`config.mk`:
```
export PLATFORM = sky130hd
export DESIGN_NAME = ook_pulse_width_pager_transmitter_unit_flat
export DESIGN_NICKNAME = d
export VERILOG_FILES = /design/src/sv/ookpwt_pkg.sv /design/src/sv/ookpwt_ifs.sv /design/src/sv/ook_pulse_width_pager_transmitter_unit.sv /design/src/flat_wrapper.sv
export SDC_FILE = /design/constraint.sdc
export NUM_CORES = 1
export LEC_CHECK = 0
export BUFFER_PORTS_ARGS = -buffer_cell sky130_fd_sc_hd__clkbuf_2
export CORE_MARGIN = 2
export CORE_UTILIZATION = 59
export CTS_CLUSTER_DIAMETER = 60
export DETAILED_ROUTE_END_ITERATION = 7
export PLACE_DENSITY = 0.8
export SLEW_MARGIN = 20
export SYNTH_ARGS = -nofsm -noshare
export SYNTH_HDL_FRONTEND = slang
export SYNTH_SLANG_ARGS = --single-unit
```
`constraint.sdc`:
```
create_clock -name clock -period 4.4 [get_ports clock]
set_clock_uncertainty 0.2 [all_clocks]
set_input_delay 0.66 -clock clock [delete_from_list [all_inputs] [get_ports clock]]
set_output_delay 0.66 -clock clock [all_outputs]
set_load 0.05 [all_outputs]
```
`src/sv/ookpwt_pkg.sv`:
```
// Shared constants, types and widths for the OOK pulse-width pager transmitter.
package ookpwt_pkg;

   // Code word and timer sizing
   localparam int MAX_CODE_BITS  = 31;
   localparam int TIMER_WIDTH    = 16;
   localparam int CODE_WIDTH     = 31;
   localparam int COUNT_WIDTH    = 5;
   localparam int CHIP_CNT_WIDTH = $clog2(MAX_CODE_BITS * 4 + 1);
   localparam int LIMIT_WIDTH    = 16;
   localparam int CMP_WIDTH      = (TIMER_WIDTH > LIMIT_WIDTH) ? TIMER_WIDTH : LIMIT_WIDTH;

   // Register port sizing
   localparam int CSR_INDEX_WIDTH = 2;
   localparam int CSR_DATA_WIDTH  = 16;

   // Register indexes
   localparam logic [CSR_INDEX_WIDTH-1:0] CSR_EXTRA_REPEATS = 2'd0;
   localparam logic [CSR_INDEX_WIDTH-1:0] CSR_START_DELAY   = 2'd1;
   localparam logic [CSR_INDEX_WIDTH-1:0] CSR_SETUP_TICKS   = 2'd2;
   localparam logic [CSR_INDEX_WIDTH-1:0] CSR_HOLD_TICKS    = 2'd3;

   // Register reset values
   localparam logic [15:0] EXTRA_REPEATS_RST = 16'd32;
   localparam logic [15:0] START_DELAY_RST   = 16'd0;
   localparam logic [7:0]  SETUP_TICKS_RST   = 8'd0;
   localparam logic [7:0]  HOLD_TICKS_RST    = 8'd25;

   // Chip patterns, sent from bit 3 downwards
   localparam logic [3:0] SYM_ZERO = 4'h8;
   localparam logic [3:0] SYM_ONE  = 4'hE;

   // Radio mode codes
   localparam logic [1:0] MODE_STANDBY = 2'd0;
   localparam logic [1:0] MODE_FS      = 2'd1;
   localparam logic [1:0] MODE_CW      = 2'd2;

   // Input item function codes
   localparam logic FUNC_TICK    = 1'b0;
   localparam logic FUNC_REQUEST = 1'b1;

   // Sequencer states
   typedef enum logic [4:0] {
      ST_IDLE  = 5'b00001,
      ST_DELAY = 5'b00010,
      ST_SETUP = 5'b00100,
      ST_SEND  = 5'b01000,
      ST_HOLD  = 5'b10000
   } ctrl_state_type;

endpackage

```
`src/sv/ookpwt_ifs.sv`:
```
// Handshake channel interfaces for request, result and register write items.
interface ookpwt_req_if;
   import ookpwt_pkg::*;
   logic                   valid;
   logic                   ready;
   logic                   func;
   logic [CODE_WIDTH-1:0]  code_word;
   logic [COUNT_WIDTH-1:0] code_bits;
   modport source (output valid, func, code_word, code_bits, input ready);
   modport sink   (input valid, func, code_word, code_bits, output ready);
endinterface

interface ookpwt_rsp_if;
   logic       valid;
   logic       ready;
   logic       request_accepted;
   logic       busy_res;
   logic [1:0] radio_mode;
   logic       command_issued;
   modport source (output valid, request_accepted, busy_res, radio_mode, command_issued,
                   input ready);
   modport sink   (input valid, request_accepted, busy_res, radio_mode, command_issued,
                   output ready);
endinterface

interface ookpwt_csr_if;
   import ookpwt_pkg::*;
   logic                       valid;
   logic                       ready;
   logic [CSR_INDEX_WIDTH-1:0] reg_index;
   logic [CSR_DATA_WIDTH-1:0]  wdata;
   modport source (output valid, reg_index, wdata, input ready);
   modport sink   (input valid, reg_index, wdata, output ready);
endinterface

```
`src/sv/ook_pulse_width_pager_transmitter_unit.sv`:
```
// Top level of the OOK pulse-width pager transmitter sequencer.
// Each accepted item yields its result item in the output register on the next cycle.
// Throughput: one item per cycle while the result channel is ready; the next item is taken
// while the result is taken, as the state update feeds the result register directly.
// Reset (synchronous, active high): sequencer idle, no request pending, radio standby,
// registers at their reset values, no result item held.
module ook_pulse_width_pager_transmitter_unit (
   input logic         clock,
   input logic         reset,
   ookpwt_req_if.sink   req_chan,
   ookpwt_rsp_if.source rsp_chan,
   ookpwt_csr_if.sink   csr_chan
);
   import ookpwt_pkg::*;

   localparam logic [TIMER_WIDTH-1:0] TIMER_MAX = '1;

   // Configuration registers
   logic [15:0] extra_repeats_ff;
   logic [15:0] start_delay_ff;
   logic [7:0]  setup_ticks_ff;
   logic [7:0]  hold_ticks_ff;

   // Sequencer state
   ctrl_state_type              state_ff, state_in;
   logic                        pending_ff, pending_in;
   logic [CODE_WIDTH-1:0]       code_ff, code_in;
   logic [COUNT_WIDTH-1:0]      count_ff, count_in;
   logic [CHIP_CNT_WIDTH-1:0]   chips_left_ff, chips_left_in;
   logic [15:0]                 repeats_left_ff, repeats_left_in;
   logic [TIMER_WIDTH-1:0]      timer_ff, timer_in;
   logic                        last_known_ff, last_known_in;
   logic                        last_level_ff, last_level_in;
   logic [1:0]                  mode_ff, mode_in;

   // Result register
   logic       rsp_valid_ff;
   logic       rsp_accepted_ff, rsp_busy_ff, rsp_cmd_ff;
   logic [1:0] rsp_mode_ff;

   // Handshake
   logic req_fire;
   logic csr_fire;

   // Datapath helpers
   logic [TIMER_WIDTH-1:0]    timer_inc;
   logic [CMP_WIDTH-1:0]      wait_limit;
   logic                      wait_done;
   logic [CHIP_CNT_WIDTH-1:0] chips_dec;
   logic                      code_bit;
   logic [3:0]                sym;
   logic                      chip;
   logic                      accepted;
   logic                      cmd;

   // Take an item whenever the result register is free or being emptied
   assign req_chan.ready = !rsp_valid_ff || rsp_chan.ready;
   assign req_fire       = req_chan.valid && req_chan.ready;
   assign csr_chan.ready = 1'b1;
   assign csr_fire       = csr_chan.valid;

   // Write configuration registers
   always_ff @(posedge clock) begin
      if (reset) begin
         extra_repeats_ff <= EXTRA_REPEATS_RST;
         start_delay_ff   <= START_DELAY_RST;
         setup_ticks_ff   <= SETUP_TICKS_RST;
         hold_ticks_ff    <= HOLD_TICKS_RST;
      end else if (csr_fire) begin
         case (csr_chan.reg_index)
            CSR_EXTRA_REPEATS: extra_repeats_ff <= csr_chan.wdata;
            CSR_START_DELAY:   start_delay_ff   <= csr_chan.wdata;
            CSR_SETUP_TICKS:   setup_ticks_ff   <= csr_chan.wdata[7:0];
            CSR_HOLD_TICKS:    hold_ticks_ff    <= csr_chan.wdata[7:0];
            default: ;
         endcase
      end
   end

   // Saturating timer advance and end-of-wait compare
   assign timer_inc = (timer_ff != TIMER_MAX) ? TIMER_WIDTH'(timer_ff + 1'b1) : timer_ff;

   always_comb begin
      case (state_ff)
         ST_DELAY: wait_limit = CMP_WIDTH'(start_delay_ff);
         ST_SETUP: wait_limit = CMP_WIDTH'(setup_ticks_ff);
         ST_HOLD:  wait_limit = CMP_WIDTH'(hold_ticks_ff);
         default:  wait_limit = '0;
      endcase
   end

   assign wait_done = (CMP_WIDTH'(timer_inc) >= wait_limit) || (timer_inc == TIMER_MAX);

   // Select the chip after the count steps down
   assign chips_dec = CHIP_CNT_WIDTH'(chips_left_ff - 1'b1);
   assign code_bit  = code_ff[chips_dec[CHIP_CNT_WIDTH-1:2]];
   assign sym       = code_bit ? SYM_ONE : SYM_ZERO;
   assign chip      = sym[chips_dec[1:0]];

   // Step the sequencer for one item
   always_comb begin
      state_in        = state_ff;
      pending_in      = pending_ff;
      code_in         = code_ff;
      count_in        = count_ff;
      chips_left_in   = chips_left_ff;
      repeats_left_in = repeats_left_ff;
      timer_in        = timer_ff;
      last_known_in   = last_known_ff;
      last_level_in   = last_level_ff;
      mode_in         = mode_ff;
      accepted        = 1'b0;
      cmd             = 1'b0;

      if (req_chan.func == FUNC_REQUEST) begin
         // Load a new code word unless a frame sequence is under way
         if (!pending_ff) begin
            code_in    = req_chan.code_word;
            count_in   = (req_chan.code_bits > COUNT_WIDTH'(MAX_CODE_BITS)) ?
                         COUNT_WIDTH'(MAX_CODE_BITS) : req_chan.code_bits;
            pending_in = 1'b1;
            accepted   = 1'b1;
         end
      end else begin
         case (state_ff)
            ST_DELAY: begin
               timer_in = timer_inc;
               if (wait_done) begin
                  mode_in  = MODE_FS;
                  cmd      = 1'b1;
                  timer_in = '0;
                  state_in = ST_SETUP;
               end
            end
            ST_SETUP: begin
               timer_in = timer_inc;
               if (wait_done) begin
                  last_known_in = 1'b0;
                  chips_left_in = CHIP_CNT_WIDTH'({count_ff, 2'b00});
                  state_in      = ST_SEND;
               end
            end
            ST_SEND: begin
               if (chips_left_ff != '0) begin
                  chips_left_in = chips_dec;
                  if (!last_known_ff || (chip != last_level_ff)) begin
                     mode_in       = chip ? MODE_CW : MODE_FS;
                     cmd           = 1'b1;
                     last_known_in = 1'b1;
                     last_level_in = chip;
                  end
               end else begin
                  // Force the carrier off at the end of the frame
                  mode_in  = MODE_FS;
                  cmd      = 1'b1;
                  timer_in = '0;
                  state_in = ST_HOLD;
               end
            end
            ST_HOLD: begin
               timer_in = timer_inc;
               if (wait_done) begin
                  if (repeats_left_ff != '0) begin
                     repeats_left_in = repeats_left_ff - 16'd1;
                     timer_in        = '0;
                     state_in        = ST_SETUP;
                  end else begin
                     mode_in    = MODE_STANDBY;
                     cmd        = 1'b1;
                     pending_in = 1'b0;
                     state_in   = ST_IDLE;
                  end
               end
            end
            default: begin
               state_in = ST_IDLE;
               if (pending_ff) begin
                  repeats_left_in = extra_repeats_ff;
                  timer_in        = '0;
                  state_in        = ST_DELAY;
               end
            end
         endcase
      end
   end

   // Advance control state on each accepted item
   always_ff @(posedge clock) begin
      if (reset) begin
         state_ff        <= ST_IDLE;
         pending_ff      <= 1'b0;
         chips_left_ff   <= '0;
         repeats_left_ff <= '0;
         timer_ff        <= '0;
         last_known_ff   <= 1'b0;
         mode_ff         <= MODE_STANDBY;
      end else if (req_fire) begin
         state_ff        <= state_in;
         pending_ff      <= pending_in;
         chips_left_ff   <= chips_left_in;
         repeats_left_ff <= repeats_left_in;
         timer_ff        <= timer_in;
         last_known_ff   <= last_known_in;
         mode_ff         <= mode_in;
      end
   end

   // Hold stored code word and chip level
   always_ff @(posedge clock) begin
      if (req_fire) begin
         code_ff       <= code_in;
         count_ff      <= count_in;
         last_level_ff <= last_level_in;
      end
   end

   // Hold the result item until it is taken
   always_ff @(posedge clock) begin
      if (reset) begin
         rsp_valid_ff <= 1'b0;
      end else if (req_fire) begin
         rsp_valid_ff <= 1'b1;
      end else if (rsp_chan.ready) begin
         rsp_valid_ff <= 1'b0;
      end
   end

   always_ff @(posedge clock) begin
      if (req_fire) begin
         rsp_accepted_ff <= accepted;
         rsp_busy_ff     <= pending_in;
         rsp_mode_ff     <= mode_in;
         rsp_cmd_ff      <= cmd;
      end
   end

   assign rsp_chan.valid            = rsp_valid_ff;
   assign rsp_chan.request_accepted = rsp_accepted_ff;
   assign rsp_chan.busy_res         = rsp_busy_ff;
   assign rsp_chan.radio_mode       = rsp_mode_ff;
   assign rsp_chan.command_issued   = rsp_cmd_ff;

   // No request pending means the sequencer rests in idle
   a_idle_when_free: assert property (@(posedge clock) disable iff (reset)
      !pending_ff |-> state_ff == ST_IDLE)
      else $error("sequencer active without a pending request");

   // Radio is never in standby during setup, chips or hold
   a_mode_active: assert property (@(posedge clock) disable iff (reset)
      (state_ff == ST_SETUP || state_ff == ST_SEND || state_ff == ST_HOLD)
      |-> mode_ff != MODE_STANDBY)
      else $error("radio in standby while a frame is in progress");

   // Every accepted item yields a result item in the next cycle
   a_result_follows: assert property (@(posedge clock) disable iff (reset)
      req_fire |=> rsp_valid_ff)
      else $error("accepted item produced no result");

endmodule
```
`src/flat_wrapper.sv`:
```
// flat-port wrapper written by rule: the top's interface ports become plain ports
module ook_pulse_width_pager_transmitter_unit_flat import ookpwt_pkg::*;
  (clock, reset, req_chan_valid, req_chan_func, req_chan_code_word, req_chan_code_bits, req_chan_ready, rsp_chan_valid, rsp_chan_request_accepted, rsp_chan_busy_res, rsp_chan_radio_mode, rsp_chan_command_issued, rsp_chan_ready, csr_chan_valid, csr_chan_reg_index, csr_chan_wdata, csr_chan_ready);
  ookpwt_req_if req_chan_i ();
  ookpwt_rsp_if rsp_chan_i ();
  ookpwt_csr_if csr_chan_i ();
  input logic clock;
  input logic reset;
  input wire logic [$bits(req_chan_i.valid)-1:0] req_chan_valid;
  input wire logic [$bits(req_chan_i.func)-1:0] req_chan_func;
  input wire logic [$bits(req_chan_i.code_word)-1:0] req_chan_code_word;
  input wire logic [$bits(req_chan_i.code_bits)-1:0] req_chan_code_bits;
  output wire logic [$bits(req_chan_i.ready)-1:0] req_chan_ready;
  output wire logic [$bits(rsp_chan_i.valid)-1:0] rsp_chan_valid;
  output wire logic [$bits(rsp_chan_i.request_accepted)-1:0] rsp_chan_request_accepted;
  output wire logic [$bits(rsp_chan_i.busy_res)-1:0] rsp_chan_busy_res;
  output wire logic [$bits(rsp_chan_i.radio_mode)-1:0] rsp_chan_radio_mode;
  output wire logic [$bits(rsp_chan_i.command_issued)-1:0] rsp_chan_command_issued;
  input wire logic [$bits(rsp_chan_i.ready)-1:0] rsp_chan_ready;
  input wire logic [$bits(csr_chan_i.valid)-1:0] csr_chan_valid;
  input wire logic [$bits(csr_chan_i.reg_index)-1:0] csr_chan_reg_index;
  input wire logic [$bits(csr_chan_i.wdata)-1:0] csr_chan_wdata;
  output wire logic [$bits(csr_chan_i.ready)-1:0] csr_chan_ready;
  assign req_chan_i.valid = req_chan_valid;
  assign req_chan_i.func = req_chan_func;
  assign req_chan_i.code_word = req_chan_code_word;
  assign req_chan_i.code_bits = req_chan_code_bits;
  assign req_chan_ready = req_chan_i.ready;
  assign rsp_chan_valid = rsp_chan_i.valid;
  assign rsp_chan_request_accepted = rsp_chan_i.request_accepted;
  assign rsp_chan_busy_res = rsp_chan_i.busy_res;
  assign rsp_chan_radio_mode = rsp_chan_i.radio_mode;
  assign rsp_chan_command_issued = rsp_chan_i.command_issued;
  assign rsp_chan_i.ready = rsp_chan_ready;
  assign csr_chan_i.valid = csr_chan_valid;
  assign csr_chan_i.reg_index = csr_chan_reg_index;
  assign csr_chan_i.wdata = csr_chan_wdata;
  assign csr_chan_ready = csr_chan_i.ready;
  ook_pulse_width_pager_transmitter_unit u_core (.clock(clock), .reset(reset), .req_chan(req_chan_i), .rsp_chan(rsp_chan_i), .csr_chan(csr_chan_i));
endmodule
```
==> reports/metrics.yaml <==
setup_path:
  cp-start-kind: "register"
  criticalPathCategory: "reg2reg"
  path_buf_inv: 2
  critical_path_depth: 15
  crit_arrival_ps: 4280
  critPathCaptureType: "register"
  cp_slowest_cell: "or4_1"
  crit_path_max_fanout: 8
  rr_worst_depth: 15
  cp-endpoint: "u_core.repeats_left_ff[7]"
  rr_startpoint: "u_core.timer_ff[0]"
  critical_path_required_ps: 4520
  cp_common_cell: "a21oi_1"
  crit_path_cell_trace: "ha_2 -> nand4_1 -> or4_1 -> mux2i_1 -> inv_1 -> ha_1 -> a21o_1 -> a21oi_1 -> o21ai_0 -> a21oi_1 -> o21ai_1 -> a21oi_1 -> buf_4 -> nor2_1 -> a211oi_1"
  crit_start: "u_core.timer_ff[0]"
  cpLargestDelayFamily: "compound AO/OA/AOI/OAI gates"
  rr_endpoint: "u_core.repeats_left_ff[7]"
  rrSetupSlack_ps: 240
  cpPeakStageDelay_ps: 610
synthesis:
  synth_area_leaders: "dfxtp_1, edfxtp_1, nand2_1, a21oi_1, mux2i_1"
  synthMuxAreaShare_pct: 5.75
  synthSimpleGateAreaFrac_pct: 21.8
  synth_top_cell_area_share_pct: 27.7
  synth-edff-count: 42
  syn-cell-area_sq_mm: 0.00702
  synth_flop_cell: "dfxtp_1"
  yosysMostFrequentCell: "nand2_1"
  synth-compound-area-share_pct: 18.2
  synth.distinct_cells: 73
  ys_seq_area_share_pct: 45.6
  netlist_top_cells_count: "nand2_1, dfxtp_1, a21oi_1"
  synth_cells: 783
  syn_area_per_cell_sq_um: 8.97
  async_flop_share_pct: 0
  synthesis.nets: 863
  ys_ff_latch: 139
  synth_largest_area_cell: "dfxtp_1"
  synthXorXnorAreaFrac_pct: 1.25
  synth_top_family_by_area: "simple AND/OR/NAND/NOR gates"
  synth_fa_ha_area_share_pct: 3.56
  synth_warnings: 0
timing:
  slew_violations: 0
  whs_ps: 212
  slew_headroom_pct: 48.3
  grt_setup_unrepaired: "no"
  min_period_over_period_pct: 94.5
  timing.fmax_mhz: 241
  final_hold_viol_count: 0
  final.min_clock_period_ps: 4160
  worst-slew-pin-transition_ps: 770
  finalSetupViolations: 0
  finalSetupTns_ps: 0
  worst_slack_ps: 244
power_and_ir_drop:
  leakage_uw: 0.00319
  vdd_ir_drop_max_mv: 0.343
  powerDensity_mw_per_mm2: 366
job:
  cap_violations: 0
cells_and_area:
  area_growth_pct: 16.4
  fillers: 887
  finalNonFillerCells: 1007
  final_nets: 931
  n_antenna_cell: 0
  drive_gt1_share_pct: 17.7
clocking:
  hold_buffers: 0
  cts_tree: "done"
  cts.sinks: 139
  clkLatencyLatePin_ps: 420
  clockBufferDepth: 2
  clk_pin_slew_ps: 60
  numCtsBuffers: 17
  htreeDepth: 4
  cts-root-buf: "clkbuf_16"
drt:
  viasPerCell: 6.39
  first_iter_violations: 901
  wl_per_cell_um: 18.6
  postRouteAntennaNets: 0
  drt_first_pass_iters: 8
  drc: 2
  routed_wl_um: 18700
  vias: 6432
global_route:
  antenna_found_initial: 0
  grt.overflow.total: 0
  grt_use_total_pct: 30.2
  grt_pass1_wl_um: 30500
  grt_max_degree: 52
  grt_pass1_vias: 6096
hold_path:
  hold_path.class: "in2reg"
placement:
  port_buffers: 66
  pre_cts_ws_ps: 109
  place.gp.congestion: 0.900
  dp_hpwl_um: 13300
  dp.cells: 972
floorplanning:
  ios: 68
  core-area_sq_mm: 0.0115
  dieArea_sq_mm: 0.0128
  die_w_um: 113
  start_util_pct: 61.0
  fp-row-count: 39
  dieHeight_um: 113
outcome:
  status: "complete, but fails checks"
  violations: "DRC"
-- how the worst min path moves through the flow --
stage | from | endpoint | slack [ps] | cells after the start
2_1_floorplan | u_core.extra_repeats_ff[15] | u_core.extra_repeats_ff[15] | 230 | 2
3_3_place_gp | u_core.start_delay_ff[1] | u_core.start_delay_ff[1] | 240 | 2
3_5_place_dp | u_core.extra_repeats_ff[0] | u_core.extra_repeats_ff[0] | 250 | 2
4_1_cts | req_chan_code_bits[0] | u_core.count_ff[0] | 200 | 1
5_1_grt | req_chan_code_word[20] | u_core.code_ff[20] | 190 | 1
6_report | req_chan_code_word[24] | u_core.code_ff[24] | 210 | 1
-- stage by stage --
stage | cell area (sq um) | utilization, % | total power, uW
2_1_floorplan | 7020 | - | 1520
3_3_place_gp | 7550 | 65.5 | 1580
3_5_place_dp | 7550 | 65.5 | 1590
4_1_cts | 8140 | 70.7 | 2990
5_1_grt | 8170 | 71.0 | 3080
6_report | 8170 | 71.0 | 2990
-- cells in the final DEF, fill, tap and decap left out, drive strengths merged, types with 20 or more instances in the layout --
cell type and instances:
nand2 149, dfxtp 97, clkbuf 90, a21oi 68, nor2 55, edfxtp 42, o21ai 34, buf 30
mux2i 28, nand3 23, inv 20, ha 20
-- state kept, by name, summed over array words and instances (netlist names), 2 cells and up --
signal / count
u_core.mode_ff: 2
u_core.state_ff: 5
u_core.start_delay_ff: 16
u_core.timer_ff: 16
u_core.count_ff: 5
u_core.rsp_chan.radio_mode: 2
u_core.chips_left_ff: 7
u_core.repeats_left_ff: 16
u_core.extra_repeats_ff: 16
u_core.hold_ticks_ff: 8
u_core.code_ff: 31
u_core.setup_ticks_ff: 8
-- layer usage --
layer	global-route usage, %	wire, um	vias to the layer above
met3	6.91	1510	51
met4	13.2	478	0
met2	48.7	8910	342
li1	-	-	3013
met1	39.1	7830	3026
met5	0	0	-
-- cell families (layout without fill, tap and decap cells) --
group           Yosys count  in the layout
xor+xnor                 10             10
flops                   139            139
simple gates            319            319
compound gates          193            193
fa+ha+maj                20             20
buf+inv                  66            147
other cells               1              1
mux                      35             35
-- worst reg2reg max path: stages, from the launching register on --
cell,delay (ps)
dfxtp_1,470
ha_2,290
nand4_1,160
or4_1,610
mux2i_1,330
inv_1,90
ha_1,300
a21o_1,160
a21oi_1,140
o21ai_0,110
a21oi_1,250
o21ai_1,210
a21oi_1,190
buf_4,150
nor2_1,120
a211oi_1,290
-- layout make-up --
| cell class | instances | area, sq um | area share [%] |
|---|---|---|---|
| multi-input cells | 578 | 3570 | 43.6 |
| flip-flops and latches | 139 | 3210 | 39.2 |
| repair buffers | 96 | 556 | 6.80 |
| clock buffers | 24 | 515 | 6.31 |
| well taps | 143 | 179 | 2.19 |
| clock inverters | 8 | 81.3 | 0.995 |
| inverters | 19 | 71.3 | 0.872 |
-- what timing repair did --
item	4_1_cts	5_1_grt
gates resized for setup	0	5
endpoints found under the hold margin	0	0
setup buffers	0	3
endpoints found under the setup margin	0	47
-- where the power goes --
part | switching (uW) | total, uW | internal, uW
Sequential | 20.8 | 1380 | 1360
Combinational | 123 | 191 | 67.9
Clock | 542 | 1420 | 879
Total | 685 | 2990 | 2310
Power figures use the tool's default switching activity.
